$ cat config.mk
export PLATFORM = sky130hd
export DESIGN_NAME = periodic_task_slot_scheduler
export DESIGN_NICKNAME = d
export VERILOG_FILES = /design/src/rtl/ptss_pkg.sv /design/src/rtl/periodic_task_slot_scheduler.sv /design/src/rtl/ptss_ram.sv
export SDC_FILE = /design/constraint.sdc
export NUM_CORES = 1
export LEC_CHECK = 0
export BUFFER_PORTS_ARGS = -buffer_cell sky130_fd_sc_hd__buf_2
export CAP_MARGIN = 20
export CORE_AREA = 2 2 317 319
export DETAILED_ROUTE_END_ITERATION = 8
export DIE_AREA = 0 0 319 321
export PLACE_DENSITY = 0.54
export SLEW_MARGIN = 20
export SYNTH_ARGS = -nofsm -noshare
export SYNTH_HDL_FRONTEND = slang
export SYNTH_HIERARCHICAL = 1
export SYNTH_SLANG_ARGS = --single-unit
$ cat constraint.sdc
create_clock -name clk -period 14.6 [get_ports clk]
set_input_delay 0.73 -clock clk [delete_from_list [all_inputs] [get_ports clk]]
set_output_delay 0.73 -clock clk [all_outputs]
set_load 0.05 [all_outputs]
$ cat src/rtl/ptss_pkg.sv
package ptss_pkg;

  localparam int SLOT_COUNT_DEF = 12;
  localparam int MAX_RESULTS    = 12;
  localparam int HIT_W          = $clog2(MAX_RESULTS + 1);
  localparam int TICK_W         = 32;
  localparam int SLOT_W         = 4;
  localparam int RANGE_W        = 7;

  typedef enum logic [1:0] {
    OP_TICK  = 2'd0,
    OP_SCAN  = 2'd1,
    OP_ALLOC = 2'd2,
    OP_SET   = 2'd3
  } op_t;

  typedef enum logic [1:0] {
    ST_DONE   = 2'd0,
    ST_DUE    = 2'd1,
    ST_GRANT  = 2'd2,
    ST_NOFREE = 2'd3
  } status_t;

  typedef struct packed {
    op_t                 operation;
    logic [TICK_W-1:0]   period_ticks;
    logic                active_flag;
    logic                immediate;
    logic [SLOT_W-1:0]   slot_index;
  } cmd_t;

  typedef struct packed {
    status_t             status;
    logic [SLOT_W-1:0]   slot_number;
    logic [TICK_W-1:0]   clock_now;
    logic                last;
  } rsp_t;

endpackage

$ cat src/rtl/periodic_task_slot_scheduler.sv
// Channel | Handshake              | Payload          | Meaning
// cmd     | cmd_valid / cmd_stall  | ptss_pkg::cmd_t  | tick, scan, allocate, set active
// rsp     | rsp_valid / rsp_stall  | ptss_pkg::rsp_t  | one or more results per command
//
// Allocate walks up from slot 0 to the lowest free slot, or through all slots when none is free;
// scan walks the slots in turn, reading the period/due RAMs for each slot before checking it.
// One shared 32-bit adder serves all commands and one due compare serves the scan; one command at a time.
// Reset is synchronous: counter to zero, every slot free, no result pending.
// A stalled rsp holds the scan loop on the next due slot until the output register drains.
module periodic_task_slot_scheduler #(
  parameter int SLOT_COUNT = ptss_pkg::SLOT_COUNT_DEF
) (
  input  logic           clk,
  input  logic           rst,
  input  logic           cmd_valid,
  output logic           cmd_stall,
  input  ptss_pkg::cmd_t cmd,
  output logic           rsp_valid,
  input  logic           rsp_stall,
  output ptss_pkg::rsp_t rsp
);

  import ptss_pkg::*;

  localparam int IW = (SLOT_COUNT > 1) ? $clog2(SLOT_COUNT) : 1;
  localparam logic [IW-1:0] LAST_IDX = IW'(SLOT_COUNT - 1);

  typedef enum logic [2:0] {
    S_IDLE,
    S_EXEC,
    S_SCAN_RD,
    S_SCAN_CHK,
    S_ALLOC,
    S_SET_RD,
    S_SET_UPD,
    S_EMIT
  } state_t;

  state_t               state, state_next;
  cmd_t                 item, item_next;
  logic [IW-1:0]        idx, idx_next;
  logic [HIT_W-1:0]     hits, hits_next;
  logic [TICK_W-1:0]    count, count_next;
  status_t              res_status, res_status_next;
  logic [SLOT_W-1:0]    res_slot, res_slot_next;
  logic                 in_range, in_range_next;
  logic [SLOT_COUNT-1:0] slot_free;
  logic [SLOT_COUNT-1:0] slot_active;

  logic                 per_we, due_we, act_we, free_clr;
  logic                 rsp_load, rsp_last, rsp_room, hit;
  logic [TICK_W-1:0]    per_rd, due_rd;
  logic [TICK_W-1:0]    add_a, add_b, sum;

  assign cmd_stall = (state != S_IDLE);
  assign rsp_room  = !rsp_valid || !rsp_stall;

  ptss_ram #(.WIDTH(TICK_W), .DEPTH(SLOT_COUNT)) u_period (
    .clk   (clk),
    .we    (per_we),
    .waddr (idx),
    .wdata (item.period_ticks),
    .raddr (idx),
    .rdata (per_rd)
  );

  ptss_ram #(.WIDTH(TICK_W), .DEPTH(SLOT_COUNT)) u_due (
    .clk   (clk),
    .we    (due_we),
    .waddr (idx),
    .wdata (sum),
    .raddr (idx),
    .rdata (due_rd)
  );

  always_comb begin
    add_a = count;
    add_b = '0;
    case (state)
      S_EXEC: begin
        add_b = TICK_W'(1);
      end
      S_SCAN_CHK: begin
        add_a = due_rd;
        add_b = per_rd;
      end
      S_ALLOC: begin
        add_b = item.immediate ? '0 : item.period_ticks;
      end
      S_SET_UPD: begin
        add_b = item.immediate ? '0 : per_rd;
      end
      default: begin
      end
    endcase
    sum = add_a + add_b;
  end

  assign hit = !slot_free[idx] && slot_active[idx] && (due_rd < count);

  always_comb begin
    state_next      = state;
    item_next       = item;
    idx_next        = idx;
    hits_next       = hits;
    count_next      = count;
    res_status_next = res_status;
    res_slot_next   = res_slot;
    in_range_next   = in_range;
    per_we          = 1'b0;
    due_we          = 1'b0;
    act_we          = 1'b0;
    free_clr        = 1'b0;
    rsp_load        = 1'b0;
    rsp_last        = 1'b1;
    case (state)
      S_IDLE: begin
        if (cmd_valid) begin
          item_next  = cmd;
          state_next = S_EXEC;
        end
      end
      S_EXEC: begin
        idx_next        = '0;
        hits_next       = '0;
        res_status_next = ST_DONE;
        res_slot_next   = '0;
        in_range_next   = RANGE_W'(item.slot_index) < RANGE_W'(SLOT_COUNT);
        case (item.operation)
          OP_TICK: begin
            count_next = sum;
            state_next = S_EMIT;
          end
          OP_SCAN: begin
            state_next = S_SCAN_RD;
          end
          OP_ALLOC: begin
            state_next = S_ALLOC;
          end
          OP_SET: begin
            idx_next   = IW'(item.slot_index);
            state_next = S_SET_RD;
          end
          default: begin
            state_next = S_EMIT;
          end
        endcase
      end
      S_SCAN_RD: begin
        state_next = S_SCAN_CHK;
      end
      S_SCAN_CHK: begin
        if (hit) begin
          if (res_status != ST_DUE || rsp_room) begin
            rsp_load        = (res_status == ST_DUE);
            rsp_last        = 1'b0;
            due_we          = 1'b1;
            res_status_next = ST_DUE;
            res_slot_next   = SLOT_W'(idx);
            hits_next       = hits + HIT_W'(1);
            if (idx == LAST_IDX || hits == HIT_W'(MAX_RESULTS - 1)) begin
              state_next = S_EMIT;
            end else begin
              idx_next   = idx + IW'(1);
              state_next = S_SCAN_RD;
            end
          end
        end else if (idx == LAST_IDX) begin
          state_next = S_EMIT;
        end else begin
          idx_next   = idx + IW'(1);
          state_next = S_SCAN_RD;
        end
      end
      S_ALLOC: begin
        if (slot_free[idx]) begin
          per_we          = 1'b1;
          due_we          = 1'b1;
          act_we          = 1'b1;
          free_clr        = 1'b1;
          res_status_next = ST_GRANT;
          res_slot_next   = SLOT_W'(idx);
          state_next      = S_EMIT;
        end else if (idx == LAST_IDX) begin
          res_status_next = ST_NOFREE;
          state_next      = S_EMIT;
        end else begin
          idx_next = idx + IW'(1);
        end
      end
      S_SET_RD: begin
        state_next = S_SET_UPD;
      end
      S_SET_UPD: begin
        if (in_range && !slot_free[idx] && (slot_active[idx] != item.active_flag)) begin
          due_we = 1'b1;
          act_we = 1'b1;
        end
        state_next = S_EMIT;
      end
      S_EMIT: begin
        if (rsp_room) begin
          rsp_load   = 1'b1;
          state_next = S_IDLE;
        end
      end
      default: begin
        state_next = S_IDLE;
      end
    endcase
  end

  always_ff @(posedge clk) begin
    if (rst) begin
      state     <= S_IDLE;
      count     <= '0;
      slot_free <= '1;
      rsp_valid <= 1'b0;
    end else begin
      state <= state_next;
      count <= count_next;
      if (free_clr) begin
        slot_free[idx] <= 1'b0;
      end
      if (rsp_load) begin
        rsp_valid <= 1'b1;
      end else if (!rsp_stall) begin
        rsp_valid <= 1'b0;
      end
      if (rsp_load) begin
        rsp.status      <= res_status;
        rsp.slot_number <= res_slot;
        rsp.clock_now   <= count;
        rsp.last        <= rsp_last;
      end
    end
  end

  always_ff @(posedge clk) begin
    item       <= item_next;
    idx        <= idx_next;
    hits       <= hits_next;
    res_status <= res_status_next;
    res_slot   <= res_slot_next;
    in_range   <= in_range_next;
    if (act_we) begin
      slot_active[idx] <= item.active_flag;
    end
  end

endmodule

$ cat src/rtl/ptss_ram.sv
module ptss_ram #(
  parameter int WIDTH = 32,
  parameter int DEPTH = 12
) (
  input  logic                                       clk,
  input  logic                                       we,
  input  logic [((DEPTH > 1) ? $clog2(DEPTH) : 1)-1:0] waddr,
  input  logic [WIDTH-1:0]                           wdata,
  input  logic [((DEPTH > 1) ? $clog2(DEPTH) : 1)-1:0] raddr,
  output logic [WIDTH-1:0]                           rdata
);

  logic [WIDTH-1:0] mem [DEPTH];

  always_ff @(posedge clk) begin
    if (we) begin
      mem[waddr] <= wdata;
    end
    rdata <= mem[raddr];
  end

endmodule

==> impl_metrics.env <==
export IMPL_syn_inst=2225
export IMPL_worstPathArrival_ps=5740
export IMPL_critPathRequiredTime_ps=14900
export IMPL_utilization=0.453
export IMPL_finalClockSkew_ps=24.6
export IMPL_finalSetupViolCount=0
export IMPL_wl_mm=91.7
export IMPL_fmax_mhz=184
export IMPL_grt_pass1_vias=21041
export IMPL_ys_flop_type="edfxtp_1"
export IMPL_cp_top_family="simple AND/OR/NAND/NOR gates"
export IMPL_end_kind="flip-flop"
export IMPL_synth_cell_types=76
export IMPL_min_period_ps=5440
export IMPL_fin_cells=3747
export IMPL_critical_path_class="reg -> reg"
export IMPL_rsz0062_at_grt="false"
export IMPL_rows=116
export IMPL_track_usage=0.179
export IMPL_drt_wirelength_per_cell_um=24.5
export IMPL_place_congestion=0.812
export IMPL_min_path_type="in -> reg"
export IMPL_postLayoutCellArea_um2=45000
export IMPL_final_antenna_net_count=0
export IMPL_core_area_um2=99300
export IMPL_relSlewSlack=0.265
export IMPL_synth_top_area_frac=0.667
export IMPL_antenna_found_initial=2
export IMPL_synth_edf_count=874
export IMPL_grt_busiest_layer="met2"
export IMPL_cp_cell_sequence="buf_4 -> buf_4 -> mux4_2 -> mux2i_4 -> a2bb2oi_4 -> nand3_1 -> o22ai_1 -> and3_1 -> nand2b_1 -> nand3b_1 -> nor3_2 -> buf_4"
export IMPL_drv_slew=0
export IMPL_ys_seq_area_frac=0.724
export IMPL_fp_dieH_um=321
export IMPL_max_slew_worst_pin_slew_ps=1100
export IMPL_use_met2=0.294
export IMPL_root_buffer="clkbuf_16"
export IMPL_start_util=0.396
export IMPL_cts_setup_buffers=0
export IMPL_fp_dieW_um=319
export IMPL_multi_input_area_um2=10200
export IMPL_drt_iter0_drc=1884
export IMPL_clk_latency_ps=670
export IMPL_grt_util_met1=0.250
export IMPL_avgSynthCellArea_um2=17.7
export IMPL_clockBufferDepth=3
export IMPL_drive_gt1_frac=0.209
export IMPL_numCtsBuffers=102
export IMPL_fin_setup_tns_ps=0
export IMPL_num_fill_cells=8560
export IMPL_path_common_cell="buf_4"
export IMPL_period_share=0.373
export IMPL_syn_to_final_growth_pct=14.3
export IMPL_p_per_area_nw_per_um2=188
export IMPL_cts_sinks=986
export IMPL_firstDrtPassIters=6
export IMPL_grtUsageMet3=0.0261
export IMPL_dp_hpwl_mm=54.2
export IMPL_cp_slowest_stage_delay_ps=710
export IMPL_max_cap_violations=0
export IMPL_num_vias=20669
export IMPL_post_dp_cell_area_um2=41400
export IMPL_finalHoldViolations=0
export IMPL_peakVddDrop_v=0.000146
export IMPL_synth_seq_cells=986
export IMPL_numPlacedInstances=3551
export IMPL_leakagePower_nw=15.2
export IMPL_synth_nets=2342
export IMPL_yosysMostFrequentCell="edfxtp_1"
export IMPL_post_drt_via_cell_ratio=5.52
export IMPL_grt_ovfl_total=0
export IMPL_synth_area_um2=39300
export IMPL_seq_area_um2=28500
export IMPL_route_detailed_drc=0
export IMPL_grt_max_degree=110
export IMPL_clkTransAtPathRegs_ps=60
export IMPL_synth_top_cell_by_area="edfxtp_1"
export IMPL_outcome="finished, final reports clean"
export IMPL_cp_max_fo=39
export IMPL_crit_slowest_cell="buf_4"
export IMPL_grt_pass1_wl_mm=137
export IMPL_postCtsHoldBufs=0
export IMPL_synth_cells_most_frequent="edfxtp_1 (874), mux4_2 (134), mux2i_1 (132)"
export IMPL_critPathBufInv=3
export IMPL_cts_repair_resized=0
export IMPL_synthArstFlopShare=0
export IMPL_synthTopCellsByArea="edfxtp_1 (67%), mux4_2 (7.7%), dfxtp_1 (5.7%), mux2i_1 (3.4%), ha_1 (2.3%)"
export IMPL_htree_levels=3
export IMPL_portBuffers=84
export IMPL_die_area_um2=102000
export IMPL_io_pins=85
export IMPL_cts_tree="built"
export IMPL_nNetsFinal=2474
export IMPL_start_kind="flip-flop"
export IMPL_yosysWarningCount=6
cell type report:
type	count	share of cell area
clock inverter	57	0.0148
inverter	55	0.00459
clock buffer	136	0.0642
antenna	3	0.000167
timing repair buffer	138	0.0189
tap	1298	0.0361
sequential	986	0.634
multi-input combinational	1074	0.228
final timing paths:
check	end	slack (ps)	from	cells past startpoint
min reg2reg	rsp[36]	430	res_slot[3]	0
min	item[16]	240	cmd[16]	1
max	u_due/mem[4][9]	9160	idx[0]	12
max reg2reg	u_due/mem[4][9]	9160	idx[0]	12
cell families after synthesis:
kind of cell / synth area share
flops: 0.724
compound gates: 0.0740
simple gates: 0.0381
mux: 0.111
buf+inv: 0.0221
fa+ha+maj: 0.0234
xor+xnor: 0.00713
worst register-to-register path, delay by kind of cell, from the launching register on:
family,cells,cell delay [ps]
simple gates,5,1760
compound gates,2,390
buf+inv,3,1730
mux,2,840
flops,1,330
registers in the layout, indices dropped and copies added, names as in the netlist, 2 cells and up:
name	flops
u_due/mem	384
count	32
res_slot	4
u_period/rdata	32
idx	4
u_period/mem	384
state	3
slot_active	12
res_status	2
u_due/rdata	32
item	40
hits	4
rsp	39
slot_free	12
per-layer routing:
layer | up-vias | share of wire
li1 | 9243 | -
met1 | 10763 | 0.45
met2 | 531 | 0.48
met3 | 132 | 0.043
met4 | 0 | 0.023
met5 | - | 0
power breakdown:
part	switching, mW	internal (mW)
registers	0.152	3.49
clock network	1.07	1.64
logic	1.32	0.786
placed cells by master (no fill, tap or decap), types with 9 or more instances in the layout:
master / count
a21o_1: 37
a21oi_1: 54
a22o_1: 34
a22oi_1: 60
a31oi_1: 9
and3_1: 15
buf_2: 84
buf_4: 52
bufinv_16: 14
clkbuf_1: 18
clkbuf_16: 106
clkbuf_8: 12
clkinv_1: 11
clkinv_2: 21
dfxtp_1: 112
edfxtp_1: 874
ha_1: 72
inv_1: 54
mux2i_1: 132
mux4_2: 134
nand2_1: 115
nand2b_1: 10
nand3_1: 32
nor2_1: 39
nor2_4: 22
nor3_1: 12
o211ai_1: 10
o21ai_0: 61
o221ai_1: 57
xnor2_1: 16
xor2_1: 10
through the flow:
| stage | power [mW] | setup slack [ps] | hold WS, ps |
|---|---|---|---|
| after floorplan | 5.14 | 9160 | 400 |
| after global placement | 5.78 | 9150 | 410 |
| after detailed placement | 5.82 | 9150 | 412 |
| after CTS | 8.54 | 9120 | 188 |
| after global routing | 8.82 | 8750 | 201 |
| final | 8.45 | 9160 | 238 |
No activity file was read; power rests on OpenSTA's default activity.
